<file path="src/hw/rtl/cit_pkg.sv">
// cit_pkg: shared types, sizes and codes of the coalescing interval table
// used by cit_alu, cit_store and coalescing_interval_table; no dependencies
package cit_pkg;

	localparam int TABLE_ENTRIES = 16;
	localparam int IDX_W = (TABLE_ENTRIES > 1) ? $clog2(TABLE_ENTRIES) : 1;
	localparam int CNT_W = $clog2(TABLE_ENTRIES + 1);

	typedef logic [IDX_W-1:0] idx_t;
	typedef logic [CNT_W-1:0] cnt_t;

	// command codes
	localparam logic CMD_ADD   = 1'b0;
	localparam logic CMD_QUERY = 1'b1;

	// one stored interval
	typedef struct packed {
		logic [31:0] start;
		logic [31:0] length;
		logic [31:0] total;
	} entry_t;

	// shared unit operations
	typedef enum logic [1:0] {
		ALU_LT,
		ALU_END_EQ,
		ALU_END_GT,
		ALU_SAT
	} alu_op_t;

	typedef struct packed {
		alu_op_t     op;
		logic [31:0] a;
		logic [31:0] b;
		logic [31:0] c;
	} alu_req_t;

	// table memory access for one cycle
	typedef struct packed {
		logic   rd_en;
		idx_t   rd_addr;
		logic   wr_en;
		idx_t   wr_addr;
		entry_t wr_data;
	} mem_req_t;

	typedef enum logic [3:0] {
		S_IDLE,
		S_SCAN_RD,
		S_SCAN_CK,
		S_QRY_END,
		S_DECIDE,
		S_MRG_LEN,
		S_MRG_CNT,
		S_SHIFT_RD,
		S_SHIFT_WR,
		S_UP_RD,
		S_UP_CK,
		S_UP_LEN,
		S_UP_CNT,
		S_PULL_RD,
		S_PULL_WR,
		S_WB
	} state_t;

endpackage

</file>
<file path="src/hw/rtl/cit_alu.sv">
// cit_alu: shared compare / end-of-interval / saturating add unit
// depends on cit_pkg
module cit_alu (
	input  cit_pkg::alu_req_t req,
	output logic              flag,
	output logic [31:0]       sum
);
	import cit_pkg::*;

	logic [32:0] sum33;

	// one 33-bit adder, never wraps
	assign sum33 = {1'b0, req.a} + {1'b0, req.b};

	// saturated sum
	assign sum = sum33[32] ? 32'hFFFF_FFFF : sum33[31:0];

	// flag select
	always_comb begin
		case (req.op)
			ALU_LT:     flag = (req.a < req.b);
			ALU_END_EQ: flag = (sum33 == {1'b0, req.c});
			ALU_END_GT: flag = (sum33 > {1'b0, req.c});
			ALU_SAT:    flag = sum33[32];
			default:    flag = 1'b0;
		endcase
	end

endmodule

</file>
<file path="src/hw/rtl/cit_store.sv">
// cit_store: interval table memory, one write and one registered read per cycle
// depends on cit_pkg
module cit_store (
	input  logic              clk,
	input  cit_pkg::mem_req_t req,
	output cit_pkg::entry_t   rdata
);
	import cit_pkg::*;

	entry_t mem [TABLE_ENTRIES];

	// write port
	always_ff @(posedge clk) begin
		if (req.wr_en) begin
			mem[req.wr_addr] <= req.wr_data;
		end
	end

	// registered read port
	always_ff @(posedge clk) begin
		if (req.rd_en) begin
			rdata <= mem[req.rd_addr];
		end
	end

endmodule

</file>
<file path="src/hw/rtl/coalescing_interval_table.sv">
// coalescing_interval_table: start-sorted interval table with adjacent merging
// a query or refused add scans the entries in order; other adds then either merge below,
// update a repeated start in place, or insert by moving the higher entries up, then absorb
// each neighbor that begins at the end, pulling later entries down, and write back
// one beat in flight, busy until its result; receiver cannot stall; shared unit, one read port
// reset clears the fill count and sequencer; table words stay undefined and are never read
module coalescing_interval_table (
	input  logic        clk,
	input  logic        arst_n,
	input  logic        start,
	output logic        busy,
	input  logic        command,
	input  logic [31:0] time_point,
	input  logic [31:0] span_length,
	input  logic [31:0] event_count,
	output logic        done,
	output logic        covered,
	output logic        table_full_drop,
	output logic [4:0]  entries_used
);
	import cit_pkg::*;

	state_t   state_q, state_d;
	mem_req_t mem_req;
	alu_req_t alu_req;
	entry_t   rdata;
	logic     alu_flag;
	logic [31:0] alu_sum;

	cnt_t cnt_q, i_q, below_q;
	idx_t idx_q;
	logic done_q, covered_q, drop_q;
	logic [4:0] used_q;

	logic        cmd_q;
	logic [31:0] s_q, len_q, ev_q;
	entry_t      prev_q, cur_q, acc_q, nxt_q, pent;

	logic scan_go, dec_merge, dec_dup, dec_full, up_last, pull_last, finish;
	cnt_t idx_next;

	cit_alu u_alu (
		.req  (alu_req),
		.flag (alu_flag),
		.sum  (alu_sum)
	);

	cit_store u_store (
		.clk   (clk),
		.req   (mem_req),
		.rdata (rdata)
	);

	// decision terms
	assign pent      = (below_q != '0) ? prev_q : cur_q;
	assign scan_go   = (cmd_q == CMD_ADD) ? alu_flag : !alu_flag;
	assign dec_merge = (cnt_q != '0) && alu_flag;
	assign dec_dup   = (below_q < cnt_q) && (cur_q.start == s_q);
	assign dec_full  = (cnt_q == CNT_W'(TABLE_ENTRIES));
	assign idx_next  = CNT_W'(idx_q) + 1'b1;
	assign up_last   = (idx_next >= cnt_q);
	assign pull_last = ((i_q + 1'b1) >= cnt_q);
	assign finish    = (state_q == S_QRY_END) || (state_q == S_WB) ||
		((state_q == S_DECIDE) && !dec_merge && !dec_dup && dec_full);

	// state register
	always_ff @(posedge clk or negedge arst_n) begin
		if (!arst_n) begin
			state_q <= S_IDLE;
		end else begin
			state_q <= state_d;
		end
	end

	// sequencer: next state, memory and shared unit requests
	always_comb begin
		state_d = state_q;
		mem_req = '0;
		alu_req = '{op: ALU_LT, a: '0, b: '0, c: '0};
		case (state_q)
			S_IDLE: begin
				if (start) state_d = S_SCAN_RD;
			end
			S_SCAN_RD: begin
				if (i_q == cnt_q) begin
					state_d = (cmd_q == CMD_QUERY) ? S_QRY_END : S_DECIDE;
				end else begin
					mem_req.rd_en   = 1'b1;
					mem_req.rd_addr = i_q[IDX_W-1:0];
					state_d         = S_SCAN_CK;
				end
			end
			S_SCAN_CK: begin
				if (cmd_q == CMD_ADD) begin
					alu_req = '{op: ALU_LT, a: rdata.start, b: s_q, c: '0};
				end else begin
					alu_req = '{op: ALU_LT, a: s_q, b: rdata.start, c: '0};
				end
				if (scan_go) begin
					state_d = S_SCAN_RD;
				end else begin
					state_d = (cmd_q == CMD_QUERY) ? S_QRY_END : S_DECIDE;
				end
			end
			S_QRY_END: begin
				alu_req = '{op: ALU_END_GT, a: prev_q.start, b: prev_q.length, c: s_q};
				state_d = S_IDLE;
			end
			S_DECIDE: begin
				alu_req = '{op: ALU_END_EQ, a: pent.start, b: pent.length, c: s_q};
				if (dec_merge) begin
					state_d = S_MRG_LEN;
				end else if (dec_dup) begin
					state_d = S_UP_RD;
				end else if (dec_full) begin
					state_d = S_IDLE;
				end else begin
					state_d = S_SHIFT_RD;
				end
			end
			S_MRG_LEN: begin
				alu_req = '{op: ALU_SAT, a: acc_q.length, b: len_q, c: '0};
				state_d = S_MRG_CNT;
			end
			S_MRG_CNT: begin
				alu_req = '{op: ALU_SAT, a: acc_q.total, b: ev_q, c: '0};
				state_d = S_UP_RD;
			end
			S_SHIFT_RD: begin
				if (i_q == below_q) begin
					state_d = S_UP_RD;
				end else begin
					mem_req.rd_en   = 1'b1;
					mem_req.rd_addr = IDX_W'(i_q - 1'b1);
					state_d         = S_SHIFT_WR;
				end
			end
			S_SHIFT_WR: begin
				mem_req.wr_en   = 1'b1;
				mem_req.wr_addr = i_q[IDX_W-1:0];
				mem_req.wr_data = rdata;
				state_d         = S_SHIFT_RD;
			end
			S_UP_RD: begin
				if (up_last) begin
					state_d = S_WB;
				end else begin
					mem_req.rd_en   = 1'b1;
					mem_req.rd_addr = idx_next[IDX_W-1:0];
					state_d         = S_UP_CK;
				end
			end
			S_UP_CK: begin
				alu_req = '{op: ALU_END_EQ, a: acc_q.start, b: acc_q.length, c: rdata.start};
				state_d = alu_flag ? S_UP_LEN : S_WB;
			end
			S_UP_LEN: begin
				alu_req = '{op: ALU_SAT, a: acc_q.length, b: nxt_q.length, c: '0};
				state_d = S_UP_CNT;
			end
			S_UP_CNT: begin
				alu_req = '{op: ALU_SAT, a: acc_q.total, b: nxt_q.total, c: '0};
				state_d = S_PULL_RD;
			end
			S_PULL_RD: begin
				if (pull_last) begin
					state_d = S_UP_RD;
				end else begin
					mem_req.rd_en   = 1'b1;
					mem_req.rd_addr = IDX_W'(i_q + 1'b1);
					state_d         = S_PULL_WR;
				end
			end
			S_PULL_WR: begin
				mem_req.wr_en   = 1'b1;
				mem_req.wr_addr = i_q[IDX_W-1:0];
				mem_req.wr_data = rdata;
				state_d         = S_PULL_RD;
			end
			S_WB: begin
				mem_req.wr_en   = 1'b1;
				mem_req.wr_addr = idx_q;
				mem_req.wr_data = acc_q;
				state_d         = S_IDLE;
			end
			default: state_d = S_IDLE;
		endcase
	end

	// counters, indexes and result beat
	always_ff @(posedge clk or negedge arst_n) begin
		if (!arst_n) begin
			cnt_q     <= '0;
			i_q       <= '0;
			below_q   <= '0;
			idx_q     <= '0;
			done_q    <= 1'b0;
			covered_q <= 1'b0;
			drop_q    <= 1'b0;
			used_q    <= '0;
		end else begin
			case (state_q)
				S_IDLE: begin
					if (start) i_q <= '0;
				end
				S_SCAN_RD: begin
					if (i_q == cnt_q) below_q <= i_q;
				end
				S_SCAN_CK: begin
					if (scan_go) i_q <= i_q + 1'b1;
					else below_q <= i_q;
				end
				S_DECIDE: begin
					if (dec_merge) begin
						idx_q <= (below_q != '0) ? IDX_W'(below_q - 1'b1) : '0;
					end else if (dec_dup) begin
						idx_q <= below_q[IDX_W-1:0];
					end else if (!dec_full) begin
						idx_q <= below_q[IDX_W-1:0];
						i_q   <= cnt_q;
					end
				end
				S_SHIFT_RD: begin
					if (i_q == below_q) cnt_q <= cnt_q + 1'b1;
				end
				S_SHIFT_WR: i_q <= i_q - 1'b1;
				S_UP_CNT:   i_q <= idx_next;
				S_PULL_RD: begin
					if (pull_last) cnt_q <= cnt_q - 1'b1;
				end
				S_PULL_WR:  i_q <= i_q + 1'b1;
				default: ;
			endcase
			done_q <= finish;
			if (finish) begin
				covered_q <= (state_q == S_QRY_END) && (below_q != '0) && alu_flag;
				drop_q    <= (state_q == S_DECIDE);
				used_q    <= 5'(cnt_q);
			end
		end
	end

	// beat payload and working entries
	always_ff @(posedge clk) begin
		case (state_q)
			S_IDLE: begin
				if (start) begin
					cmd_q <= command;
					s_q   <= time_point;
					len_q <= span_length;
					ev_q  <= event_count;
				end
			end
			S_SCAN_CK: begin
				if (scan_go) prev_q <= rdata;
				else cur_q <= rdata;
			end
			S_DECIDE: begin
				if (dec_merge) acc_q <= pent;
				else if (dec_dup) acc_q <= cur_q;
				else acc_q <= '{start: s_q, length: len_q, total: ev_q};
			end
			S_MRG_LEN, S_UP_LEN: acc_q.length <= alu_sum;
			S_MRG_CNT, S_UP_CNT: acc_q.total  <= alu_sum;
			S_UP_CK: nxt_q <= rdata;
			default: ;
		endcase
	end

	assign busy            = (state_q != S_IDLE);
	assign done            = done_q;
	assign covered         = covered_q;
	assign table_full_drop = drop_q;
	assign entries_used    = used_q;

	// result beat only comes out once the sequencer is back at rest
	assert property (@(posedge clk) disable iff (!arst_n) done |-> !busy)
		else $error("result beat while busy");

	// fill count never passes the table size
	assert property (@(posedge clk) disable iff (!arst_n) cnt_q <= CNT_W'(TABLE_ENTRIES))
		else $error("fill count overflow");

	// a refused add only happens on a full table
	assert property (@(posedge clk) disable iff (!arst_n)
		(done && table_full_drop) |-> (cnt_q == CNT_W'(TABLE_ENTRIES)))
		else $error("drop flagged with room left");

	// coverage answer only for a query beat
	assert property (@(posedge clk) disable iff (!arst_n)
		(done && covered) |-> (cmd_q == CMD_QUERY))
		else $error("covered set on an add");

	// an accepted beat makes the block busy next cycle
	assert property (@(posedge clk) disable iff (!arst_n) (start && !busy) |=> busy)
		else $error("accepted beat did not start the sequencer");

endmodule

</file>
<file path="config.mk">
export PLATFORM = sky130hd
export DESIGN_NAME = coalescing_interval_table
export DESIGN_NICKNAME = d
export VERILOG_FILES = /design/src/hw/rtl/cit_pkg.sv /design/src/hw/rtl/cit_alu.sv /design/src/hw/rtl/cit_store.sv /design/src/hw/rtl/coalescing_interval_table.sv
export SDC_FILE = /design/constraint.sdc
export NUM_CORES = 2
export LEC_CHECK = 0
export BUFFER_PORTS_ARGS = -buffer_cell sky130_fd_sc_hd__buf_2
export CAP_MARGIN = 20
export CORE_MARGIN = 4
export CORE_UTILIZATION = 42
export DETAILED_ROUTE_END_ITERATION = 10
export HOLD_SLACK_MARGIN = 0.12
export PLACE_DENSITY = 0.68
export SLEW_MARGIN = 25
export SYNTH_ARGS = -nofsm -noshare
export SYNTH_HDL_FRONTEND = slang
export SYNTH_SLANG_ARGS = --single-unit
</file>
<file path="constraint.sdc">
create_clock -name clk -period 27 [get_ports clk]
set_input_delay 0 -clock clk [delete_from_list [all_inputs] [get_ports clk]]
set_output_delay 0 -clock clk [all_outputs]
set_load 0.02 [all_outputs]
</file>
# [Yosys cells after proc, flatten, opt, wreduce, memory -nomap -nowiden]
# Memory sizes are Yosys's and may differ from the RTL's. A register that Yosys moved wholly into a read port is not among the register bits.
# Index checks and enable logic that the tools add are counted.
# W data, S select, Z words.
[totals] mem_bits_rw=1536 in_bits=100 output_inout_bits=9 mem_count=1 register_bits=480 elab_cells=151
[memory_table] memory="u_store.mem" words=16 word_bits=96 rd=1 rd_clocked_by_memory_dff=1 write_ports=1 line_no="cit_store.sv:10" text="entry_t mem [TABLE_ENTRIES];"
[classes] n_bitwise=1 n_lt_le_gt_ge=5 n_reduce_logical=34 n_eq_ne=33 addsub=7 mux=46
[op_table] op="$pmux W98 S8" count=1
[op_table] op="$mux W96" count=4
[op_table] op="$pmux W101 S2" count=1
[op_table] op="$pmux W32 S2" count=2
[op_table] op="$mux W5" count=13
[op_table] op="$pmux W4 S14" count=1
[op_table] op="$add A32 B32 Y33" count=1
[op_table] op="$eq A33 B32 Y1" count=1
[op_table] op="$gt A33 B32 Y1" count=1
[op_table] op="$eq A32 B32 Y1" count=1
[op_table] op="$eq A4 B4 Y1 const B" count=8
[op_table] op="$lt A32 B32 Y1" count=1
[op_table] op="$mux W32" count=1
[op_table] op="$pmux W5 S6" count=1
[op_table] op="$mux W4" count=7
[op_table] op="$mux W3" count=7
[op_table] op="$pmux W5 S2" count=2
[op_table] op="$pmux W5 S4" count=1
[op_table] op="$ne A2 B2 Y1 const B" count=9
[op_table] op="$eq A4 B3 Y1 const B" count=4
[op_table] op="$add A5 B1 Y5 const B" count=2
[op_table] op="$eq A5 B5 Y1" count=2
[op_table] op="$ge A5 B5 Y1" count=2
[op_table] op="$reduce_bool A5 Y1" count=2
[op_table] op="other kinds (25)" count=51

# [Depth between registers and ports, before layout]
[logic_depth] ltp_word=12 ltp_mapped=37 depth_no_buf=34

# [By module]
# A second synthesis with hierarchy kept.
[unflattened] hier_cells=4822 area_unflattened_um2=87491.4
[modules_own_cells] mod="cit_store" seq_area_each_um2=49007.0 area_per_inst_um2=60315.3 cells_per_inst=2460 instances=1
[modules_own_cells] mod="coalescing_interval_table" seq_area_each_um2=14258.7 area_per_inst_um2=23485.0 cells_per_inst=1839 instances=1
[modules_own_cells] mod="cit_alu" seq_area_each_um2=0.0 area_per_inst_um2=3691.0 cells_per_inst=523 instances=1

# [Worst setup path before layout]
# Ideal clock, no wire load.
[synth_path] path_type="reg2reg" from="register below_q[0]" to="register below_q[4]" setup_time_ns=0.128 path_buffers=2 required_time_ns=26.872 slack_ns=14.806 synth_period_minus_slack_ns=12.194 path_stages_with_launch=30 arrival_time_ns=12.066 cell_sequence="dfrtp_1 > inv_1 > ha_1 > nor4b_1 > clkbuf_1 > clkbuf_1 > mux2i_1 > o211ai_1 > ha_1 > nor2b_1 > o311ai_0 > a2111oi_0 > or3b_2 > o211ai_1 > a21oi_1 > o21ai_0 > a21oi_1 > or2_2 > ha_1 > and4_1 > nand4_1 > or4_4 > o31ai_1 > nand2_1 > o21ai_0 > inv_1 > ha_1 > nor2_1 > nor2_1 > mux2_2"
[synth_between] elab_chain_len=10 elab_cells_between_ends=12 classes_between="add/sub (1); order compare (2); eq/ne (2); mux (4); reduce/logical (3)"
[synth_lines] item="start, declared" line_no="coalescing_interval_table.sv:30" text="cnt_t cnt_q, i_q, below_q;"
[synth_lines] item="start signal, assigned" line_no="coalescing_interval_table.sv:207" text="if (i_q == cnt_q) below_q <= i_q;"
[synth_lines] item="start signal, assigned" line_no="coalescing_interval_table.sv:211" text="else below_q <= i_q;"
[synth_lines] item="$reduce_bool A5 Y1 (*)" line_no="coalescing_interval_table.sv:55" text="assign pent = (below_q != '0) ? prev_q : cur_q;"
[synth_lines] item="$mux W96 (*)" line_no="coalescing_interval_table.sv:55"
[synth_lines] item="$pmux W98 S8 (*)" line_no="coalescing_interval_table.sv:80" text="case (state_q)"
[synth_lines] item="$add A32 B32 Y33" line_no="cit_alu.sv:13" text="assign sum33 = {1'b0, req.a} + {1'b0, req.b};"
[synth_lines] item="$gt A33 B32 Y1 or $eq A33 B32 Y1 (tied branches)" line_no="cit_alu.sv:23, cit_alu.sv:22"
[synth_lines] item="$pmux W1 S4 (*)" line_no="cit_alu.sv:20" text="case (req.op)"
[synth_lines] item="$logic_not A1 Y1" line_no="coalescing_interval_table.sv:56" text="assign scan_go = (cmd_q == CMD_ADD) ? alu_flag : !alu_flag;"
[synth_lines] item="$mux W1 (*)" line_no="coalescing_interval_table.sv:56"
[synth_lines] item="$ne A2 B2 Y1 (no source line) (*)"
[synth_lines] item="$reduce_and A3 Y1 (no source line) (*)"
# Every way passes the cells marked *; elsewhere a longest branch is shown, timed or not.
# A chain may end at the register's enable or synchronous reset.

# [Worst setup path after layout]
[layout_path] from="register state_q[1]" to="register cur_q[8] (netlist name), enable pin"
[layout_between] elab_chain_len=9 elab_cells_between_ends=22 classes_between="add/sub (1); order compare (2); eq/ne (12); mux (3); bitwise (1); reduce/logical (3)"
[layout_lines] item="start, declared" line_no="coalescing_interval_table.sv:23" text="state_t state_q, state_d;"
[layout_lines] item="start signal, assigned" line_no="coalescing_interval_table.sv:71" text="state_q <= state_d;"
[layout_lines] item="$eq A4 B4 Y1, or another cell as far along" line_no="coalescing_interval_table.sv:80"
[layout_lines] item="$pmux W98 S8" line_no="coalescing_interval_table.sv:80"
[layout_lines] item="$add A32 B32 Y33" line_no="cit_alu.sv:13"
[layout_lines] item="$gt A33 B32 Y1 or $eq A33 B32 Y1 (tied branches)" line_no="cit_alu.sv:23, cit_alu.sv:22"
[layout_lines] item="$pmux W1 S4" line_no="cit_alu.sv:20"
[layout_lines] item="$logic_not A1 Y1" line_no="coalescing_interval_table.sv:56"
[layout_lines] item="$mux W1" line_no="coalescing_interval_table.sv:56"
[layout_lines] item="$not A1 Y1 (no source line)"
[layout_lines] item="$reduce_and A2 Y1 (no source line) (*)"
[layout_lines] item="end signal, assigned" line_no="coalescing_interval_table.sv:256" text="else cur_q <= rdata;"
[layout_lines] item="end, declared" line_no="coalescing_interval_table.sv:37" text="entry_t prev_q, cur_q, acc_q, nxt_q, pent;"
# Marked as above.

==> results.txt <==
After layout, the worst path uses 43.1% of the clock period. The maximum clock path buffer count came out at 3. Of the synthesized area, sequential elements account for 71.8%. At the end of the flow, the number of nets in the layout was 5459. The row count came out at 167. The remaining antenna violation count came out at 0.

The HPWL after detailed placement is 149000 um. The die area is 217000 sq um. The count of port buffers added during placement is 108. The via count is 50100. The global-route usage over all layers is 22.0%. The core area came out at 208000 sq um.

The worst flop-to-flop path startpoint is state_q[1]. The setup slack on the worst flop-to-flop path is 15.36 ns. Max-cap violations in this run came to 0.

The number of antenna violations at the first check in global routing is 2. The number of standard cells after synthesis came out at 4888. The global placement routability congestion is 0.985. The shortest clock period the worst path allows after layout came out at 11.64 ns. The slowest stage of the critical path is the dfrtp_1 cell. The clock skew after layout came out at 0.0812 ns.

Yosys printed 0 warnings. The wire length of the first global-routing pass came out at 351000 um. The required time of the critical path came out at 27.45 ns. The reg-to-reg critical path endpoint is cur_q[8].

The count of unique library cells instantiated by Yosys came out at 85. The final setup violation count is 0. Summed over all instances, the cell type with the most area after synthesis is edfxtp_1. Leaving out fill and tap cells, the most frequent cell in the layout is edfxtp_1. Setup repair after global routing left no endpoint under its margin. In this run the worst setup path terminates at cur_q[8]. The routed wire length per instance came out at 29.8 um. The number of max-slew violations in the final report came out at 0. The max-slew headroom at the worst pin is 30.4%.

The final count of hold timing violations is 0. After synthesis the netlist holds a flip-flop and latch count of 2112. In the layout the commonest cells are edfxtp_1, mux2i_1, mux4_2, nand2_1, clkbuf_16.

The clock transition at the register clock pins on the worst setup and hold paths after CTS is 0.06 ns. After detailed routing, the number of remaining DRC violations is 0. The via-per-instance ratio is 6.11. The number of inserted filler cells in the final layout came out at 17000.

The initial cell density of the core is 42.4%. The number of setup buffers added after CTS is 0. The power density over cell area came out at 122 nW/um^2.

The via count of the first global-routing pass was 49500. In the synthesized netlist the dominant register cell turns out to be edfxtp_1. The clock tree from TritonCTS is yes. The total routed wirelength came out at 244000 um. The path depth of the worst reg2reg path came out at 29. The run finished with clean final reports. The tightest hold path in the finished design has a slack of 0.224 ns. After synthesis, the share of flip-flops with an asynchronous set or reset is 1.47%. The clock insertion delay at the later pin of the skew report is 0.89 ns. The critical path starts at state_q[1]. When the netlist entered floorplanning its net count stood at 5110. The capturing element type of the critical path is a register. The DRC violation total after the first TritonRoute iteration came out at 6575. The total power draw is 0.0123 W.

The maximum fanout encountered on the critical timing path is 51. The clock sink count is 2112. At the worst endpoint, the arrival time is 12.09 ns. The critical path is of the register to register type. The worst IR drop on VDD came out at 0.223 mV. The storage element area came out at 63300 sq um. The pin count of the biggest net entering global routing is 97. The die is 466 um tall. The setup slack after layout came out at 15.36 ns.

The final-layout setup total negative slack is 0 ns. Relative to the synthesized area, the layout overhead comes to 14.6%. Timing would allow up to 85.9 MHz. The post-synthesis instance area came out at 88200 sq um. The share of layout cells above drive strength 1 came out at 17.7%. The class of the tightest hold or removal check is input port to async pin. The number of buffers created by CTS is 205.

The number of optimization iterations in the first detailed-route pass came out at 7. In this run, synthesis inferred 2081 flip-flops with an integrated enable. Measured along the x axis, the die boundary spans 466 um. The pre-CTS setup slack is 15.49 ns. The total overflow left after global routing is 0. The critical path startpoint category is a register.

The share of the synthesized area in the top cell type is 70.9%. The static leakage is 33.9 nW. On the worst path, the slowest cell contributes a delay of 0.95 ns.

In the final layout, the multi-input gates occupy 23700 sq um. The root buffer selected by CTS is clkbuf_16. By area the synthesized netlist is led by edfxtp_1, mux4_2, mux2i_1, a22oi_1, ha_1. The clock tree synthesis step divided the H-tree into 4 levels. 109 I/O pins were placed. The mean instance size in the synthesized netlist is 18.0 sq um. The measured slew at the worst slew-check pin came out at 1.04 ns.
==> kinds of logic (layout without fill, tap and decap cells) <==
kind of cell	Yosys count	count (layout)	share of synthesized area, %
flip-flops	2112	2112	71.8
multiplexers	780	780	14.3
AO/OA/AOI/OAI	767	767	6.21
AND/OR/NAND/NOR	651	651	3.45
buffers and inverters	375	897	1.72
adder cells (fa/ha/maj)	123	123	1.76
XOR/XNOR	80	80	0.795
other	0	1	0
==> layout make-up <==
cell class | instances | share of cell area, %
diodes | 1 | 0.00248
clock buffers | 247 | 5.28
clock inverters | 133 | 1.39
inverters | 99 | 0.368
multi-input cells | 2401 | 23.5
flip-flops and latches | 2112 | 62.6
well taps | 2788 | 3.45
repair buffers | 418 | 3.43
==> metal layers <==
metal	track usage, %	part of all wire, %
met5	0	0.0053
met4	7.87	3.7
met3	3.65	9.0
met2	34.3	47
met1	31.5	41
==> worst max-delay path: cells and delay by family (launching register included) <==
| family | cells | cell delay [ns] |
|---|---|---|
| adder cells (fa/ha/maj) | 3 | 0.94 |
| AO/OA/AOI/OAI | 13 | 4.00 |
| AND/OR/NAND/NOR | 8 | 2.71 |
| buffers and inverters | 5 | 2.35 |
| flip-flops | 1 | 0.95 |
==> per-stage QoR <==
stage	util [%]	instances	instance area (sq um)
3_5_place_dp	44.4	7617	92200
5_1_grt	48.6	8198	101000
6_report	48.6	8199	101000
2_1_floorplan	-	4888	88200
4_1_cts	48.6	8196	101000
3_3_place_gp	44.4	7616	92200
==> flip-flops by register name, indices dropped and copies added, names as in the netlist, 32 cells and up <==
register       count
ev_q              32
u_store.rdata     96
nxt_q             64
cur_q             96
s_q               32
len_q             32
u_store.mem     1536
prev_q            96
acc_q             96
==> worst min-delay path by stage <==
stage,start,endpoint,slack (ns),cells past startpoint
floorplan,arst_n,below_q[0],-0.30,0
global placement,arst_n,done,0.1,1
detailed placement,arst_n,done,0.11,1
CTS,arst_n,covered,0.14,4
global route,arst_n,state_q[1],0.22,4
finish,arst_n,covered,0.22,4
==> power by group <==
group          total, W  internal (W)  switching, W
clock           0.00288       0.00162       0.00126
sequential      0.00473       0.00428      0.000447
combinational   0.00470       0.00176       0.00294
==> cells in the mapped netlist, drive strengths merged, types with 13 or more instances <==
cell	count
nor2	190
ha	120
mux4	384
a21oi	167
o211ai	40
nand2b	20
a221oi	66
mux2i	388
a22o	101
nand3	28
xnor2	67
edfxtp	2081
clkbuf	166
nand4	18
a21o	18
inv	98
nand2	259
dfrtp	31
o21ai	77
buf	110
xor2	13
nor4b	33
nor2b	22
a22oi	200
nor3	27
==> what timing repair did <==
action / CTS / global route
endpoints found under the hold margin: 188 / 0
hold buffers: 199 / 0
resized for setup: 0 / 0
Power figures use the tool's default switching activity.
